`config.mk`:
```
export PLATFORM = sky130hd
export DESIGN_NAME = tei_ctrl
export DESIGN_NICKNAME = d
export VERILOG_FILES = /design/src/rtl/core/tei_pkg.sv /design/src/rtl/core/tei_ctrl.sv
export SDC_FILE = /design/constraint.sdc
export NUM_CORES = 1
export LEC_CHECK = 0
export BUFFER_PORTS_ARGS = -buffer_cell sky130_fd_sc_hd__buf_4
export CORE_AREA = 2 2 39 41
export DETAILED_ROUTE_END_ITERATION = 7
export DIE_AREA = 0 0 41 43
export GPL_TIMING_DRIVEN = 0
export SETUP_SLACK_MARGIN = 0.05
export SLEW_MARGIN = 20
export SYNTH_ARGS = -nofsm -noshare
export SYNTH_HDL_FRONTEND = slang
export SYNTH_SLANG_ARGS = --single-unit
```
`constraint.sdc`:
```
create_clock -name clk -period 3.92 [get_ports clk]
set_clock_uncertainty 0.1 [all_clocks]
set_input_delay 0.196 -clock clk [delete_from_list [all_inputs] [get_ports clk]]
set_output_delay 0.196 -clock clk [all_outputs]
set_load 0.1 [all_outputs]
```
`src/rtl/core/tei_pkg.sv`:
```
// tei_pkg: shared types and constants of the tree ensemble inference block
// no dependencies

package tei_pkg;

    localparam int NODE_DEPTH       = 4096;
    localparam int LEAF_VALUE_DEPTH = 8192;
    localparam int MAX_FEATURES     = 64;
    localparam int MAX_TARGETS      = 16;
    localparam int MAX_TREE_DEPTH   = 32;

    typedef enum logic [1:0] {
        OP_NODE    = 2'd0,
        OP_LEAF    = 2'd1,
        OP_FEATURE = 2'd2,
        OP_PREDICT = 2'd3
    } op_t;

    localparam logic [1:0] CFG_MODE   = 2'd0;
    localparam logic [1:0] CFG_TREES  = 2'd1;
    localparam logic [1:0] CFG_TARGET = 2'd2;

    localparam logic signed [6:0]  ATTR_LEAF  = -7'sd4;
    localparam logic signed [12:0] CHILD_NONE = -13'sd1;

    typedef enum logic [3:0] {
        ST_IDLE,
        ST_CLEAR,
        ST_ROOT,
        ST_NODE_RD,
        ST_FEAT_RD,
        ST_NODE_EV,
        ST_LEAF_RD,
        ST_LEAF_EV,
        ST_VOTE,
        ST_DIV,
        ST_EMIT
    } state_t;

    typedef struct packed {
        logic clear_votes;
        logic start_tree;
        logic node_read;
        logic feat_read;
        logic node_step;
        logic leaf_start;
        logic leaf_read;
        logic leaf_eval;
        logic leaf_next;
        logic vote;
        logic div_start;
        logic emit_load;
        logic emit_next;
    } cmd_t;

    typedef struct packed {
        logic is_leaf;
        logic last_tree;
        logic leaf_done;
        logic div_done;
        logic emit_last;
        logic mode;
    } sts_t;

endpackage

```
`src/rtl/core/tei_ctrl.sv`:
```
// tei_ctrl: sequencer of the tree walk, leaf scan, division and emission
// depends on tei_pkg

module tei_ctrl
    import tei_pkg::*;
(
    input  logic   clk,
    input  logic   rst_n,
    input  logic   start,
    input  sts_t   sts,
    input  logic   out_free,
    output logic   busy,
    output cmd_t   cmd
);

    state_t state_reg, state_next;

    always_ff @(posedge clk or negedge rst_n)
    begin
        if (!rst_n)
            state_reg <= ST_IDLE;
        else
            state_reg <= state_next;
    end

    always_comb
    begin
        state_next = state_reg;
        cmd = '0;
        busy = (state_reg != ST_IDLE);
        unique case (state_reg)
            ST_IDLE:
            begin
                if (start)
                    state_next = ST_CLEAR;
            end
            ST_CLEAR:
            begin
                cmd.clear_votes = 1'b1;
                state_next = ST_ROOT;
            end
            ST_ROOT:
            begin
                if (sts.last_tree)
                    state_next = sts.mode ? ST_DIV : ST_EMIT;
                else
                begin
                    cmd.start_tree = 1'b1;
                    state_next = ST_NODE_RD;
                end
                if (sts.last_tree)
                begin
                    cmd.div_start = sts.mode;
                    cmd.emit_load = ~sts.mode;
                end
            end
            ST_NODE_RD:
            begin
                cmd.node_read = 1'b1;
                state_next = ST_FEAT_RD;
            end
            ST_FEAT_RD:
            begin
                cmd.feat_read = 1'b1;
                state_next = ST_NODE_EV;
            end
            ST_NODE_EV:
            begin
                if (sts.is_leaf)
                begin
                    cmd.leaf_start = 1'b1;
                    state_next = ST_LEAF_RD;
                end
                else
                begin
                    cmd.node_step = 1'b1;
                    state_next = ST_NODE_RD;
                end
            end
            ST_LEAF_RD:
            begin
                cmd.leaf_read = 1'b1;
                state_next = ST_LEAF_EV;
            end
            ST_LEAF_EV:
            begin
                cmd.leaf_eval = 1'b1;
                if (sts.leaf_done)
                    state_next = ST_VOTE;
                else
                begin
                    cmd.leaf_next = 1'b1;
                    state_next = ST_LEAF_RD;
                end
            end
            ST_VOTE:
            begin
                cmd.vote = 1'b1;
                state_next = ST_ROOT;
            end
            ST_DIV:
            begin
                if (sts.div_done)
                begin
                    cmd.emit_load = 1'b1;
                    state_next = ST_EMIT;
                end
            end
            ST_EMIT:
            begin
                if (out_free)
                begin
                    cmd.emit_next = 1'b1;
                    if (sts.emit_last)
                        state_next = ST_IDLE;
                end
            end
            default: state_next = ST_IDLE;
        endcase
    end

endmodule

```
== After elaboration in Yosys (flattened, before gate mapping) ==
Index checks and enable logic that the tools add are counted.
Storage, ports and cells
  register bits after elaboration: 4
  output and inout port bits: 14
  logic and storage cells: 47
Operators by class
  equality and inequality tests: 14
  muxes and demuxes: 27
  bitwise operators: 1
  reductions and logical operators: 4
Operators with widths (number)
  one-hot mux 4 bit (10 select lines): 1
  2-to-1 mux 4 bit: 6
  == test 4 x 3 -> 1 bit, second input constant: 4
  2-to-1 mux 1 bit: 14
  == test 4 bit, second input constant: 3
  == test 4 x 2 -> 1 bit, second input constant: 2
  2-to-1 mux 2 bit: 4
  inequality test 2 bit, second input constant: 4
  == test 4 x 1 -> 1 bit, second input constant: 1
  zero test 4 bit: 1
  AND reduction 4 bit: 1
  nonzero test 4 bit: 1
  2-to-1 mux 3 bit: 1
  one-hot mux 1 bit (2 select lines): 1
  OR reduction 2 bit: 1
  NOT 1 bit: 1

== Depth between registers and ports, before layout ==
Gate-level depths: netlist (run 1).
  word-level depth: 3
  gate-level depth with buffers: 5
  depth with buffers taken out: 4

== Least setup slack after synthesis (run 1) ==
No wires, ideal clock.
  path kind: register -> output
  from: register state_reg[0]
  to: output port cmd[11] in the netlist's numbering
  arrival: 3.568 ns
  required time: 3.624 ns
  path slack: 0.056 ns
  stages on the path, launching flop included: 4
  path through: dfrtp_1 -> buf_2 -> nand2b_1 -> nor4_1
RTL lines
  start: declaration: line tei_ctrl.sv:16  | state_t state_reg, state_next;
  start signal: assignment: line tei_ctrl.sv:23  | state_reg <= state_next;
  end: declaration: line tei_ctrl.sv:13  | output cmd_t cmd

==> metrics, run 1 <==
CTS sink cnt 4; MaxCap Viol Count 0; Post-synth top flop dfrtp_1; CTS Root Cell clkbuf_4; initial core utilization approximately 30%; Slew @ Worst Pin between 0.2 and 0.3 ns; Antenna Cells 0; DRT Pass-1 Iters 3; worst hold stages 3; Crit Path Max Fanout 10; post-route clock period utilization between 50% and 60%; Startpoint Class register; FMAX around 500 MHz; drt total wl 1175 um; number of cells produced by synthesis between 50 and 60; # resized after CTS 0; mapped cell area roughly 410 sq um; R2R cell count 5; drt wl/cell between 10 and 15 um; most numerous cell in the Yosys netlist nor3_1; Overflow after GRT 0; CP endpoint kind output pin; first-pass GRT wire length between 1500 and 2000 um; ys async rst share 100.0%; critical path class reg -> out; syn_area_per_cell between 7 and 8 sq um; CTS buffer count 3; EDFF count, synth 0; Rel. slew slack 80.43%; Area Growth Syn to Fin 55.21%; Routed Antenna Nets 0; DR DRC count 0; Post-synth top cells nor3_1, nand2_1; Worst-path clk slew ~0.04 ns; number of cell rows 14; fin crit period around 2.0 ns; Chip Width approximately 41 um; CP required approximately 3.6 ns; RSZ-0062 raised after global routing no; CTS tree built; DR iter-0 viols 1; Die Footprint 0.001763 sq mm; flops & latches, synth 4; total track usage around 14%; setup violators final 0; ratio of cells with drive above 1 in the final layout a little over two fifths; DR vias approximately 520; vias in the first global route between 400 and 500; hold-fix buffers at CTS 1; Max Slew Vio Count 0; final hold violations 0; largest net degree at the start of global routing 11; worst min-delay path class in -> reg; routability cong. 0.7561; hpwl dp ~950 um; Non-Filler Instances 100; Ys Warns 0; DR vias/cell between 5 and 6; syn nets 67; I/O pin count 24; core area approximately 0.0014 sq mm; cell taking the most area after synthesis dfrtp_1; setup bufs post-CTS 0; Largest register FFs 4; fin nets between 90 and 100; status complete, no violations; placed insts 96; Setup TNS 0 ns; clk_lat worst skew 0.23 ns; Synth area leaders dfrtp_1, nor3_1, nand2_1; fin util a little under half; H-tree depth 1; Seq/Total Area, Yosys between 20 and 25%; top cell type's share of synthesized area roughly 25%; initial antenna violation count 0; clk buf depth 2; arrival time worst endpoint between 1.5 and 2 ns; Synth cell types 24; die height between 40 and 50 um; IO Port Bufs 23
[worst max-delay path, cell delays in order (launching register included)]
cell and delay, ns:
dfrtp_1 0.39, buf_2 0.18, nand2b_1 0.22, nor3_2 0.20, nand2_1 0.10, o21ai_1 0.12
buf_4 0.30
[layer usage]
| metal | global-route usage (%) | up-vias | share of wire (%) |
|---|---|---|---|
| met5 | 0 | - | 0 |
| met4 | 2.000 | 0 | 0 |
| met3 | 4.712 | 0 | 8.0 |
| met2 | 21.88 | 19 | 45 |
| met1 | 18.12 | 234 | 47 |
| li1 | - | 266 | - |
[final timing paths]
| check | to | slack (ns) | startpoint |
|---|---|---|---|
| worst max-delay path | cmd[1] | 1.89 | state_reg[0]$_DFFE_PN0P_ |
| worst min-delay path | state_reg[0]$_DFFE_PN0P_ | 0.15 | start |
| worst max register to register | state_reg[1]$_DFFE_PN0P_ | 2.48 | state_reg[0]$_DFFE_PN0P_ |
| worst min register to register | state_reg[0]$_DFFE_PN0P_ | 0.59 | state_reg[3]$_DFFE_PN0P_ |
| max in group asynchronous | state_reg[3]$_DFFE_PN0P_ | 3.42 | rst_n |
| min in group asynchronous | state_reg[0]$_DFFE_PN0P_ | 0.20 | rst_n |
[cell families (layout without fill, tap and decap cells)]
kind of cell           after synthesis  in the layout  share of synthesized area [%]
AO/OA/AOI/OAI                       14             14                          23.62
buffers and inverters                6             33                          6.749
flip-flops                           4              4                          24.54
AND/OR/NAND/NOR                     33             33                          45.10
[stage by stage]
| step | hold WS [ns] | worst slack [ns] | area, sq um |
|---|---|---|---|
| 2_1_floorplan | -0.1996 | 0.05625 | 407.9 |
| 3_3_place_gp | -0.1076 | 2.135 | 600.6 |
| 3_5_place_dp | -0.1049 | 2.132 | 600.6 |
| 4_1_cts | 0.1394 | 1.871 | 633.1 |
| 5_1_grt | 0.1523 | 1.747 | 633.1 |
| 6_report | 0.1494 | 1.890 | 633.1 |
[placed cells by master, fill, tap and decap left out]
cell	n
buf_4	23
nor3_1	9
nand2_1	7
buf_2	4
nand2b_1	4
nor2_1	4
dfrtp_1	4
o21ai_1	3
a21oi_1	3
clkbuf_4	3
nor3_2	2
inv_1	2
o21ai_0	2
or4_4	1
and3_1	1
nor4_1	1
o22ai_1	1
or3_1	1
a211o_1	1
nand4_1	1
nor2b_1	1
o31ai_1	1
a21bo_2	1
a221oi_1	1
nor4bb_1	1
o221ai_2	1
dlygate4sd3_1	1
[cell type report]
class	count	area, sq um
buffer	4	20.02
inverter	2	7.507
multi-input combinational	47	280.3
clock buffer	3	22.52
fill	171	750.7
tap	16	20.02
sequential	4	100.1
timing repair buffer	24	182.7
Power of run 1 is not shown: default switching activity piles up to over one toggle a cycle in this logic, so the estimate is an artifact.
==> inputs of run 2 (changes only) <==
- clock period: 3.92 -> 1.91 ns (I/O delays scaled with it)
==> run 2 against run 1 <==
Net effect: utilization grew 13 points; sequential share of layout area down 3.6 points; critical path depth is the same; global-route usage rose by 3.8 points; worst hold slack got worse by 0.10 ns; die area unchanged; sequential cell count unchanged; final cell count increased by 3.0%; setup slack got worse by 1.8 ns; critical path type unchanged; largest cell class unchanged.
==> metrics, run 2 (synthesized netlist as in run 1, its figures left out) <==
fin util 59.13% (+13 points); Area Growth Syn to Fin 100.6%; routability cong. 0.7528 (-0.44%); commonest non-fill, non-tap cells in the layout buf_4, nand2_1, nor3_4; Pint 595.6 uW; most common cell after layout, fill and taps aside buf_4; met3 usage 6.806% (+2.1 points); Clock Power Share under 10%; reg2reg setup slack 0.36 ns (-2.12 ns); CTS Root Cell clkbuf_4; Antenna Cells 0 (unchanged); DRT Pass-1 Iters 4 (+1); Worst-path clk slew 0.04 ns (about the same); die height 43 um (unchanged); GR Layer Usage met1 24.35% (+6.2 points); Max Slew Vio Count 0 (unchanged); vias in the first global route 461 (+7.2%); clk_lat worst skew 0.24 ns (about the same); MaxCap Viol Count 0 (unchanged); critical path class reg -> out; DR DRC count 0 (unchanged); RSZ-0062 raised after global routing yes; P_sw a little under 1 mW; Crit Path Max Fanout 10 (unchanged); CTS tree built; FMAX 549.1 MHz; Worst path slowest cell dfrtp_1; initial antenna violation count 0 (unchanged); drt total wl 1420 um (+21%); fin nets 99 (+3.1%); Hold WS 0.04696 ns (-0.1025 ns); Max stage delay on crit path 0.40 ns (about the same); Rel. slew slack 78.39% (-2.0 points); Startpoint Class register; first-pass GRT wire length 2063 um (+20%); DR vias/cell 5.369 (+3.4%); status complete, no violations; Worst VDD drop about 1000 uV; DR iter-0 viols 9 (+8); fin crit period about 1.8 ns; Switching Share roughly 62%; I/O pin count 24 (unchanged); Routed Antenna Nets 0 (unchanged); pwr dens around 1900 mW/mm^2; clk buf depth 2 (unchanged); largest net degree at the start of global routing 11 (unchanged); Overflow after GRT 0 (unchanged); IO Port Bufs 23 (unchanged); core area 0.001384 sq mm (unchanged); worst min-delay path class in -> reg; CTS sink cnt 4 (unchanged); critical-path cell list buf_4 > nand2b_4 > nor3_4 > nand2_2 > o21ai_4 > buf_12; grt met2 use 23.75% (+1.9 points); Chip Width 41 um (unchanged); setup violators final 0 (unchanged); Pleak 0.3546 nW; initial core utilization 29.48% (unchanged); Die Footprint 0.001763 sq mm (unchanged); ratio of cells with drive above 1 in the final layout 62.07% (+20 points); hpwl dp 1001 um (+5.1%); CP endpoint kind output pin; global route hottest layer met1; Reg power frac 11.0%; post-route clock period utilization about 95%; Comb pwr share 82.1%; arrival time worst endpoint 1.63 ns (-0.10 ns); CTS buffer count 3 (unchanged); final hold violations 0 (unchanged); Largest register FFs 4 (unchanged); total track usage 17.72% (+3.8 points); Slew @ Worst Pin 0.3241 ns (+0.03053 ns); drt wl/cell 13.79 um (+17%); filler instances 132 (-23%); number of cell rows 14 (unchanged); CP required 1.71 ns (-1.91 ns); H-tree depth 1 (unchanged); DR vias 553 (+6.6%)
run 2: cell count changes in the layout (fill, tap and decap cells not counted), moves of 2 or more:
cell and change:
buf_12 +2, buf_6 +3, nand2b_1 -3, nand2b_4 +2
nor2_1 -2, nor3_1 -7, nor3_2 +2, nor3_4 +5
run 2: path summary, 6_finish.rpt:
kind	start	end	cells past startpoint
min in group asynchronous	rst_n	state_reg[1]$_DFFE_PN0P_	2
max in group asynchronous	rst_n	state_reg[2]$_DFFE_PN0P_	2
setup / recovery	state_reg[0]$_DFFE_PN0P_	cmd[1]	6
hold reg to reg	state_reg[3]$_DFFE_PN0P_	state_reg[0]$_DFFE_PN0P_	3
setup reg to reg	state_reg[2]$_DFFE_PN0P_	state_reg[0]$_DFFE_PN0P_	5
hold / removal	start	state_reg[0]$_DFFE_PN0P_	3
run 2: cell type report:
type,instances,area [sq um],share of cell area (%)
Multi-Input combinational cell,47,404.1,49.39
Timing Repair Buffer,27,241.5,29.51
Sequential cell,4,100.1,12.23
Clock buffer,3,22.52,2.752
Buffer,4,22.52,2.752
Tap cell,16,20.02,2.446
Inverter,2,7.507,0.9174
run 2: per-stage QoR:
stage | setup slack, ns | cell area (sq um) | cells | TNS [ns] | power (mW)
after floorplan | -0.1918 | 515.5 | 57 | -0.6638 | 1.128
after global placement | 0.009342 | 708.2 | 96 | 0 | 1.335
after detailed placement | 0.005898 | 708.2 | 96 | 0 | 1.334
after CTS | 0.03281 | 778.2 | 101 | 0 | 1.506
after global routing | 0.02694 | 818.3 | 103 | 0 | 1.665
final | 0.08872 | 818.3 | 103 | 0 | 1.582
run 2: metal layers:
| layer | up-vias | routed length [um] |
|---|---|---|
| met5 | - | 0 |
| met4 | 0 | 27 |
| met3 | 4 | 98 |
| met2 | 25 | 694 |
| met1 | 249 | 600 |
| li1 | 275 | - |
run 2: repair_timing:
item	in CTS	in global routing
resized for setup	7	5
gates cloned	0	0
setup buffers	1	2
endpoints found under the hold margin	4	0
hold buffers	1	0
pin swaps	1	0
setup endpoints to repair	4	4
run 2: critical path, delay by kind of cell, from the launching register on:
family                 cells  cell delay [ns]
buffers and inverters      2             0.38
AO/OA/AOI/OAI              1             0.15
flip-flops                 1             0.40
AND/OR/NAND/NOR            3             0.46
run 2: power groups by stage:
stage                     combinational (mW)  sequential [mW]  clock (mW)
final                                   1.30            0.174       0.110
after global routing                    1.37            0.179       0.117
after CTS                               1.22            0.173       0.113
after detailed placement                1.17            0.168           0
after global placement                  1.17            0.167           0
after floorplan                        0.973            0.155           0
Note: power is estimated with default switching activity, not from simulation.
